$ cat src/news_idx_pkg.sv
package news_idx_pkg;

    typedef enum logic [3:0] {
        ST_NAME     = 4'd0,
        ST_LF       = 4'd1,
        ST_ROOT     = 4'd2,
        ST_ROOT_GOT = 4'd3,
        ST_LF_GOT   = 4'd4,
        ST_S        = 4'd5,
        ST_U        = 4'd6,
        ST_B        = 4'd7,
        ST_J        = 4'd8,
        ST_E        = 4'd9,
        ST_C        = 4'd10,
        ST_T        = 4'd11,
        ST_COPY     = 4'd12,
        ST_PERIOD   = 4'd13
    } scan_state_t;

    localparam logic [7:0] CHAR_CR     = 8'd13;
    localparam logic [7:0] CHAR_LF     = 8'd10;
    localparam logic [7:0] CHAR_COLON  = 8'h3a;
    localparam logic [7:0] CHAR_PERIOD = 8'h2e;
    localparam logic [7:0] CHAR_SPACE  = 8'h20;
    localparam logic [7:0] CHAR_S      = 8'h53;
    localparam logic [7:0] CHAR_LOW_A  = 8'h61;
    localparam logic [7:0] CHAR_LOW_Z  = 8'h7a;
    localparam logic [7:0] CASE_OFFSET = 8'd32;

    localparam logic KIND_TITLE = 1'b0;
    localparam logic KIND_END   = 1'b1;

    typedef struct packed {
        logic        kind;
        logic [7:0]  title_byte;
        logic [31:0] article_start;
        logic [31:0] article_length;
        logic        line_end_is_cr;
        logic        last;
    } result_t;

    // Expected upper-case letter of "SUBJECT" that follows the given match state.
    function automatic logic [7:0] kw_char(input scan_state_t st);
        logic [7:0] ch;
        begin
            case (st)
                ST_S:    ch = 8'h55;  // U
                ST_U:    ch = 8'h42;  // B
                ST_B:    ch = 8'h4a;  // J
                ST_J:    ch = 8'h45;  // E
                ST_E:    ch = 8'h43;  // C
                ST_C:    ch = 8'h54;  // T
                default: ch = 8'h00;
            endcase
            return ch;
        end
    endfunction

endpackage

$ cat src/news_article_index_scanner.sv
// News article index scanner. Takes the news file one byte per item on the
// input channel and emits one result item per title byte (group name, a colon,
// two spaces, then the Subject text, capped at TITLE_MAX bytes) plus one end
// record per article when the terminator of a lone period line arrives. Each
// input byte waits in the input register until the scan stage takes it, and
// its results are written into a four-entry result queue whose head drives
// the outputs. A byte that ends a name line can queue up to three results;
// the queue drains one item per cycle while out_stall is low. Input throughput
// is one byte per cycle as long as results are taken; it drops only while the
// queue holds more than two pending results, as after a name line end.
module news_article_index_scanner #(
    parameter int TITLE_MAX = 256
) (
    input  logic        clk,
    input  logic        rst_n,
    input  logic        in_valid,
    output logic        in_stall,
    input  logic [7:0]  data_byte,
    output logic        out_valid,
    input  logic        out_stall,
    output logic        kind,
    output logic [7:0]  title_byte,
    output logic [31:0] article_start,
    output logic [31:0] article_length,
    output logic        line_end_is_cr,
    output logic        last
);

    localparam int CW    = $clog2(TITLE_MAX + 1);
    localparam int DEPTH = 4;
    localparam int PW    = 2;
    localparam int QW    = 3;

    logic                      in_valid_reg;
    logic [7:0]                in_byte_reg;
    news_idx_pkg::scan_state_t state_reg, state_next;
    logic [31:0]               pos_reg;
    logic [31:0]               body_start_reg, body_start_next;
    logic [CW-1:0]             title_count_reg, title_count_next;
    logic                      cr_seen_reg, cr_seen_next;

    news_idx_pkg::result_t     queue_mem [DEPTH];
    logic [PW-1:0]             wr_ptr_reg;
    logic [PW-1:0]             rd_ptr_reg;
    logic [QW-1:0]             count_reg;

    news_idx_pkg::result_t     res [3];
    logic [1:0]                n_res;
    logic [QW-1:0]             space;
    logic                      pop;
    logic                      proc_fire;
    logic                      accept;

    logic [7:0]                c;
    logic [7:0]                up;
    logic                      eol;
    logic [CW:0]               room;
    logic [1:0]                n_title;
    logic [31:0]               next_pos;

    assign pop       = out_valid && !out_stall;
    assign space     = QW'(DEPTH) - count_reg + QW'(pop);
    assign proc_fire = in_valid_reg && (space >= QW'(3));
    assign in_stall  = in_valid_reg && !proc_fire;
    assign accept    = in_valid && !in_stall;

    assign c        = in_byte_reg;
    assign eol      = (c == news_idx_pkg::CHAR_CR) || (c == news_idx_pkg::CHAR_LF);
    assign up       = (c >= news_idx_pkg::CHAR_LOW_A && c <= news_idx_pkg::CHAR_LOW_Z)
                      ? c - news_idx_pkg::CASE_OFFSET : c;
    assign room     = (CW+1)'(TITLE_MAX) - {1'b0, title_count_reg};
    assign next_pos = pos_reg + 32'd1;

    always_comb
    begin
        state_next       = state_reg;
        body_start_next  = body_start_reg;
        cr_seen_next     = cr_seen_reg;
        n_res            = 2'd0;
        n_title          = 2'd0;
        for (int i = 0; i < 3; i++)
        begin
            res[i] = '0;
        end

        case (state_reg)
            news_idx_pkg::ST_LF:
            begin
                if (eol)
                    state_next = news_idx_pkg::ST_LF;
                else if (up == news_idx_pkg::CHAR_S)
                    state_next = news_idx_pkg::ST_S;
                else if (c == news_idx_pkg::CHAR_PERIOD)
                    state_next = news_idx_pkg::ST_PERIOD;
                else
                    state_next = news_idx_pkg::ST_ROOT;
            end
            news_idx_pkg::ST_ROOT:
            begin
                if (eol)
                    state_next = news_idx_pkg::ST_LF;
            end
            news_idx_pkg::ST_ROOT_GOT:
            begin
                if (eol)
                    state_next = news_idx_pkg::ST_LF_GOT;
            end
            news_idx_pkg::ST_LF_GOT:
            begin
                if (eol)
                    state_next = news_idx_pkg::ST_LF_GOT;
                else if (c == news_idx_pkg::CHAR_PERIOD)
                    state_next = news_idx_pkg::ST_PERIOD;
                else
                    state_next = news_idx_pkg::ST_ROOT_GOT;
            end
            news_idx_pkg::ST_S, news_idx_pkg::ST_U, news_idx_pkg::ST_B,
            news_idx_pkg::ST_J, news_idx_pkg::ST_E, news_idx_pkg::ST_C:
            begin
                if (eol)
                    state_next = news_idx_pkg::ST_LF;
                else if (up == news_idx_pkg::kw_char(state_reg))
                    state_next = news_idx_pkg::scan_state_t'(4'(state_reg) + 4'd1);
                else
                    state_next = news_idx_pkg::ST_ROOT;
            end
            news_idx_pkg::ST_T:
            begin
                if (eol)
                    state_next = news_idx_pkg::ST_LF;
                else if (c == news_idx_pkg::CHAR_COLON)
                    state_next = news_idx_pkg::ST_COPY;
                else
                    state_next = news_idx_pkg::ST_ROOT;
            end
            news_idx_pkg::ST_COPY:
            begin
                if (eol)
                    state_next = news_idx_pkg::ST_ROOT_GOT;
                else
                begin
                    res[0].kind       = news_idx_pkg::KIND_TITLE;
                    res[0].title_byte = c;
                    n_title           = (room != '0) ? 2'd1 : 2'd0;
                end
            end
            news_idx_pkg::ST_PERIOD:
            begin
                if (eol)
                begin
                    res[0].kind           = news_idx_pkg::KIND_END;
                    res[0].article_start  = body_start_reg;
                    res[0].article_length = next_pos - body_start_reg;
                    res[0].line_end_is_cr = cr_seen_reg;
                    n_res                 = 2'd1;
                    state_next            = news_idx_pkg::ST_NAME;
                end
                else
                    state_next = news_idx_pkg::ST_ROOT;
            end
            default:
            begin
                // name line phase, also taken by unused codes
                if (eol)
                begin
                    cr_seen_next      = (c == news_idx_pkg::CHAR_CR);
                    res[0].title_byte = news_idx_pkg::CHAR_COLON;
                    res[1].title_byte = news_idx_pkg::CHAR_SPACE;
                    res[2].title_byte = news_idx_pkg::CHAR_SPACE;
                    if (room >= (CW+1)'(3))
                        n_title = 2'd3;
                    else
                        n_title = room[1:0];
                    body_start_next = next_pos;
                    state_next      = news_idx_pkg::ST_LF;
                end
                else
                begin
                    res[0].title_byte = c;
                    n_title           = (room != '0) ? 2'd1 : 2'd0;
                end
            end
        endcase

        if (n_title != 2'd0)
            n_res = n_title;

        if (n_res != 2'd0 && res[0].kind == news_idx_pkg::KIND_END)
            title_count_next = '0;
        else
            title_count_next = title_count_reg + CW'(n_title);

        for (int i = 0; i < 3; i++)
        begin
            res[i].last = (2'(i) + 2'd1 == n_res);
        end
    end

    always_ff @(posedge clk or negedge rst_n)
    begin
        if (!rst_n)
        begin
            in_valid_reg    <= 1'b0;
            state_reg       <= news_idx_pkg::ST_NAME;
            pos_reg         <= '0;
            body_start_reg  <= '0;
            title_count_reg <= '0;
            cr_seen_reg     <= 1'b0;
            wr_ptr_reg      <= '0;
            rd_ptr_reg      <= '0;
            count_reg       <= '0;
        end
        else
        begin
            if (accept)
                in_valid_reg <= 1'b1;
            else if (proc_fire)
                in_valid_reg <= 1'b0;

            if (proc_fire)
            begin
                state_reg       <= state_next;
                pos_reg         <= next_pos;
                body_start_reg  <= body_start_next;
                title_count_reg <= title_count_next;
                cr_seen_reg     <= cr_seen_next;
                wr_ptr_reg      <= wr_ptr_reg + PW'(n_res);
            end

            if (pop)
                rd_ptr_reg <= rd_ptr_reg + PW'(1);

            count_reg <= count_reg + (proc_fire ? QW'(n_res) : QW'(0)) - QW'(pop);
        end
    end

    // hold the byte while the scan stage is stalled
    always_ff @(posedge clk)
    begin
        if (accept)
            in_byte_reg <= data_byte;
    end

    always_ff @(posedge clk)
    begin
        for (int i = 0; i < 3; i++)
        begin
            if (proc_fire && (2'(i) < n_res))
                queue_mem[wr_ptr_reg + PW'(i)] <= res[i];
        end
    end

    assign out_valid      = (count_reg != '0);
    assign kind           = queue_mem[rd_ptr_reg].kind;
    assign title_byte     = queue_mem[rd_ptr_reg].title_byte;
    assign article_start  = queue_mem[rd_ptr_reg].article_start;
    assign article_length = queue_mem[rd_ptr_reg].article_length;
    assign line_end_is_cr = queue_mem[rd_ptr_reg].line_end_is_cr;
    assign last           = queue_mem[rd_ptr_reg].last;

endmodule
$ cat config.mk
export PLATFORM = sky130hd
export DESIGN_NAME = news_article_index_scanner
export DESIGN_NICKNAME = d
export VERILOG_FILES = /design/src/news_idx_pkg.sv /design/src/news_article_index_scanner.sv
export SDC_FILE = /design/constraint.sdc
export NUM_CORES = 1
export LEC_CHECK = 0
export ABC_AREA = 0
export ABC_CLOCK_PERIOD_IN_PS = 4450
export BUFFER_PORTS_ARGS = -buffer_cell sky130_fd_sc_hd__buf_2
export CAP_MARGIN = 20
export CORE_MARGIN = 8
export CORE_UTILIZATION = 30
export DETAILED_ROUTE_END_ITERATION = 8
export HOLD_SLACK_MARGIN = 0.03
export PLACE_DENSITY = 0.54
export SLEW_MARGIN = 40
export SYNTH_ARGS = -nofsm -noshare
export SYNTH_HDL_FRONTEND = slang
export SYNTH_SLANG_ARGS = --single-unit
$ cat constraint.sdc
create_clock -name clk -period 4.45 [get_ports clk]
set_clock_uncertainty 0.1 [all_clocks]
set_input_delay 0 -clock clk [delete_from_list [all_inputs] [get_ports clk]]
set_output_delay 0 -clock clk [all_outputs]
set_load 0.1 [all_outputs]
## Yosys cells after proc, flatten, opt, wreduce, memory -nomap -nowiden

Memories as Yosys holds them, arrays and structs flattened.
Cells that the tools add are included.

| word-level totals | value |
|---|---|
| RAM bits | 300 |
| output and inout bits | 77 |
| bits in read-only memories | 0 |
| bits in registers | 94 |
| bits in latches | 0 |
| memories kept | 1 |
| logic and storage cells | 126 |
| input port bits | 12 |

Memories:

| name | words | width | rd ports | clocked after memory_dff | wr ports | RTL line | RTL |
|---|---|---|---|---|---|---|---|
| queue_mem | 4 | 75 | 1 | 0 | 3 | news_article_index_scanner.sv:42 | `news_idx_pkg::result_t queue_mem [DEPTH];` |

| cells by class | value |
|---|---|
| order comparisons | 7 |
| bitwise logic cells | 1 |
| equal/unequal tests | 24 |
| divide/modulo/power cells | 0 |
| muxes and demuxes | 45 |
| shifts and indexed selects | 0 |
| $mul | 0 |
| add/subtract/negate cells | 14 |
| reductions and logical operators | 24 |

Operators with widths:

| operator | number |
|---|---|
| $mux W65 | 2 |
| $mux W4 | 12 |
| $pmux W7 S6 | 1 |
| $mux W8 | 5 |
| $add A32 B1 Y32 const B | 1 |
| $sub A32 B32 Y32 | 1 |
| $pmux W4 S7 | 1 |
| $eq A4 B4 Y1 const B | 6 |
| $eq A4 B3 Y1 const B | 4 |
| $eq A8 B4 Y1 const B | 2 |
| $eq A8 B6 Y1 const B | 2 |
| $pmux W8 S2 | 1 |
| $mux W1 | 13 |
| $reduce_or A13 Y1 | 1 |
| $mux W6 | 2 |
| $reduce_or A12 Y1 | 1 |
| $ge A10 B2 Y1 const B | 1 |
| $mux W2 | 5 |
| $reduce_bool A10 Y1 | 1 |
| $sub A9 B9 Y10 const A | 1 |
| $add A9 B2 Y9 | 1 |
| $logic_and A1 B1 Y1 | 9 |
| $mux W9 | 1 |
| $eq A4 B2 Y1 const B | 2 |
| other kinds (31) | 39 |

## Depth between registers and ports, before layout

| logic depth | value |
|---|---|
| depth after elaboration | 11 |
| gate-level depth with buffers | 19 |
| mapped depth without buffers | 17 |

## Least setup slack after synthesis

No wires, ideal clock.

| timing | value |
|---|---|
| path kind | register to register |
| start | register pos_reg[0] |
| end | memory queue_mem[3][31] (netlist name) |
| setup time | 117 ps |
| cell stages (with the launch flop) | 17 |
| arrival | 4,086 ps |
| buffers on the path | 0 |
| path slack | 146 ps |
| clock period less this slack | 4,304 ps |
| cell sequence | dfrtp_1 ha_1 nand3_1 nor2_1 and3_1 and3_1 nand3_1 xnor2_1 ha_1 a21o_1 a21o_1 a221oi_1 o21ai_1 a221oi_1 o31ai_1 a211o_1 a32o_1 |

RTL lines:

| item | RTL line | RTL |
|---|---|---|
| from (decl) | news_article_index_scanner.sv:37 | `logic [31:0] pos_reg;` |
| from (signal assigned) | news_article_index_scanner.sv:223 | `pos_reg <= next_pos;` |
| to (decl) | news_article_index_scanner.sv:42 |  |

==> metrics.md <==
| Metric | Value |
|---|---|
| Worst VDD drop | `roughly 380 uV` |
| Port-buffer cells | `88` |
| Rows | `90` |
| Worst-margin pin slew | `between 0.8 and 0.9 ns` |
| Syn_nets | `~1900` |
| Worst-skew pair later-pin latency | `approximately 0.58 ns` |
| # DRC | `0` |
| Yosys cell types | `79` |
| Synthesized area | `0.0182 mm2` |
| Max clock buf depth | `3` |
| Slew HR | `a little under half` |
| Final worst path period need | `around 4.2 ns` |
| Largest net degree at the start of global routing | `59` |
| Pwr/cell area | `566 mW/mm2` |
| Placer Congestion | `0.836` |
| Detail Route Antenna Nets | `0` |
| Mapped Cells | `approximately 1900` |
| Finished Layout Cells | `between 2000 and 3000` |
| Syn_area_per_cell | `between 9 and 10 um2` |
| Critical path arrival | `4.55 ns` |
| Drt initial violations | `~1000` |
| Final setup fails | `0` |
| Crit path required time | `between 4 and 5 ns` |
| Number of synthesized flops with an enable pin | `16` |
| Yosys Warn Count | `0` |
| Seq/Total Area, Yosys | `about 46%` |
| Ant. Diodes | `0` |
| Vias in the first global route | `roughly 14000` |
| FF+latch count, synth | `a little under 400` |
| First-pass GRT wire length | `around 82 mm` |
| Placed insts | `between 2000 and 3000` |
| Status | `finished, final reports clean` |
| Share of post-route cells with drive strength above 1 | `16.4%` |
| Area growth, synth to finish | `17.8%` |
| Async S/R FF share, synth | `between 20% and 30%` |
| Commonest non-fill, non-tap cells in the layout | `nand2_1 (353), dfxtp_1 (292), o21ai_0 (202)` |
| CTS buffer count | `45` |
| Clk pwr share | `31.6%` |
| Hold Path Class | `input port to flip-flop` |
| WL met1 | `between 20 and 25 mm` |
| Design area | `0.0215 mm2` |
| WL final | `51.5 mm` |
| # nets final | `about 2000` |
| Die extent in y | `263 um` |
| Met3 Wirelength | `2.06 mm` |
| Critical path type | `flip-flop to flip-flop` |
| DR WL met2 | `between 20 and 30 mm` |
| Slew Limit Fails | `0` |
| Clock slew at reported path FFs | `around 0.060 ns` |
| Die area | `between 0.06 and 0.07 mm2` |
| Gr usage total | `between 10% and 20%` |
| Initial Utilization | `between 30% and 40%` |
| Number of max-cap violations | `0` |
| Crit path max fanout | `6` |
| DRT Pass-1 Iters | `5` |
| Core Footprint | `roughly 0.060 mm2` |
| Via-to-Cell Ratio | `5.12` |
| Total placed instance area | `~0.02 mm2` |
| Max layer used | `met5` |
| Share of power burned in registers | `about a third` |
| Grt ovf | `0` |
| Total number of vias | `approximately 14000` |
| Most common cell after layout, fill and taps aside | `nand2_1` |
| CTS tree | `yes` |
| Clk sink count | `approximately 400` |
| Comb pwr share | `between 30% and 40%` |
| Dominant synthesized flop cell | `dfxtp_1` |
| Initial antenna violation count | `2` |
| Drt wl/cell | `approximately 19 um` |
| Root buf cell | `clkbuf_16` |
| Hold Vio Cnt, Final | `0` |
| Net Sw Frac | `a little under 40%` |
| CP Capture Type | `flip-flop` |
| Tcrit/Tclk final | `between 90% and 100%` |
| Worst setup SP type | `flip-flop` |
| Max reg flops | `300` |
| Final HPWL DP | `around 34 mm` |
| Number of H-tree levels | `2` |
| Max Clk Rate | `about 0.24 GHz` |
| Int Power | `~7.5 mW` |
| IO Pins | `slightly below 90` |
| Die width | `~260 um` |
| LEAKAGE | `between 8 and 9 nW` |
| NetSw | `between 4 and 5 mW` |
final timing paths:
check                                               from                              to  slack [ns]  depth (start not counted)
hold reg to reg            queue_mem[1][64]$_SDFFE_PP0P_   queue_mem[1][64]$_SDFFE_PP0P_        0.35                          2
hold / removal                                  in_valid        in_valid_reg$_DFFE_PN0P_        0.08                          3
min in group asynchronous                          rst_n        in_valid_reg$_DFFE_PN0P_        0.50                          4
max in group asynchronous                          rst_n  body_start_reg[10]$_DFFE_PN0P_        3.35                          4
setup / recovery                  pos_reg[0]$_DFFE_PN0P_   queue_mem[3][27]$_SDFFE_PP0P_        0.25                         16
setup reg to reg                  pos_reg[0]$_DFFE_PN0P_   queue_mem[3][27]$_SDFFE_PP0P_        0.25                         16
cell usage after synthesis, types with 8 or more instances:
| library cell | n | area (um2) |
|---|---|---|
| nor2b_1 | 9 | 56.3 |
| edfxtp_1 | 16 | 480 |
| mux4_2 | 75 | 1690 |
| nand4_1 | 14 | 87.6 |
| buf_6 | 10 | 113 |
| and2_1 | 9 | 56.3 |
| buf_1 | 12 | 45.0 |
| a22o_1 | 91 | 797 |
| ha_1 | 48 | 601 |
| a21o_1 | 18 | 135 |
| and3_1 | 15 | 93.8 |
| o31ai_1 | 8 | 60.1 |
| nor2_1 | 59 | 221 |
| o21ai_1 | 60 | 300 |
| o22ai_1 | 11 | 68.8 |
| o21ai_0 | 202 | 1010 |
| buf_2 | 32 | 160 |
| or3_1 | 8 | 50.1 |
| nand3_1 | 26 | 130 |
| xnor2_1 | 59 | 517 |
| xor2_1 | 38 | 333 |
| clkbuf_1 | 60 | 225 |
| dfxtp_1 | 292 | 5850 |
| nand2b_1 | 20 | 125 |
| nor3_1 | 15 | 75.1 |
| nand2_1 | 354 | 1330 |
| dfrtp_1 | 86 | 2150 |
| inv_1 | 67 | 251 |
| a21oi_1 | 44 | 220 |
what timing repair did:
action | CTS | global route
cloned | 0 | 0
setup buffers | 0 | 3
pin swaps | 0 | 5
hold buffers | 21 | 0
endpoints found under the hold margin | 75 | 0
setup endpoints to repair | 5 | 39
resized for setup | 1 | 19
power by group through the flow:
stage	Combinational, mW	Sequential, mW	Clock, mW
4_1_cts	4.09	4.28	3.94
3_3_place_gp	3.95	4.41	0
5_1_grt	4.41	4.32	4.09
2_1_floorplan	3.10	4.08	0
6_report	4.05	4.27	3.84
3_5_place_dp	4.07	4.35	0
final cells by class:
type / instances / area (um2)
clock buffer: 62 / 1310
sequential: 394 / 8490
tap: 782 / 978
timing repair buffer: 156 / 1190
fill: 5971 / 38800
multi-input combinational: 1287 / 9040
clock inverter: 19 / 233
inverter: 68 / 255
metrics by stage:
stage | setup slack [ns] | power (mW) | utilization, % | hold slack, ns | TNS (ns)
floorplan | 0.146 | 7.17 | - | -0.396 | 0
global placement | -0.175 | 8.35 | 32.5 | 0.0317 | -0.694
detailed placement | -0.0287 | 8.42 | 32.5 | 0.0540 | -0.0599
CTS | 0.0610 | 12.3 | 35.5 | 0.0553 | 0
global route | -0.0304 | 12.8 | 35.7 | 0.0958 | -0.0537
finish | 0.247 | 12.2 | 35.7 | 0.0839 | 0
logic make-up (layout without fill, tap and decap cells):
family,count (synthesis),after routing,share of synthesized area (%)
simple gates,561,561,13.7
compound gates,498,498,17.2
flops,394,394,46.5
buf+inv,191,305,4.72
xor+xnor,98,98,4.78
mux,79,79,9.49
fa+ha+maj,51,51,3.62
metal layers:
| metal | track usage [%] | vias up |
|---|---|---|
| li1 | - | 6805 |
| met1 | 18.4 | 7025 |
| met2 | 25.8 | 272 |
| met3 | 2.25 | 65 |
| met4 | 4.46 | 2 |
| met5 | 0 | - |
critical path, cell delays in order (launching register included):
cell and delay [ns]:
dfrtp_1 0.36, buf_4 0.14, and3_1 0.23, and4_2 0.31, nand4_1 0.19, nor2_1 0.18
xor2_1 0.24, ha_1 0.35, and4_1 0.25, a221oi_1 0.24, o21ai_1 0.16, a221oi_2 0.37
buf_4 0.19, o311ai_1 0.14, a21oi_1 0.24, xnor2_2 0.11, a32o_1 0.26
(Power assumes the default switching activity.)
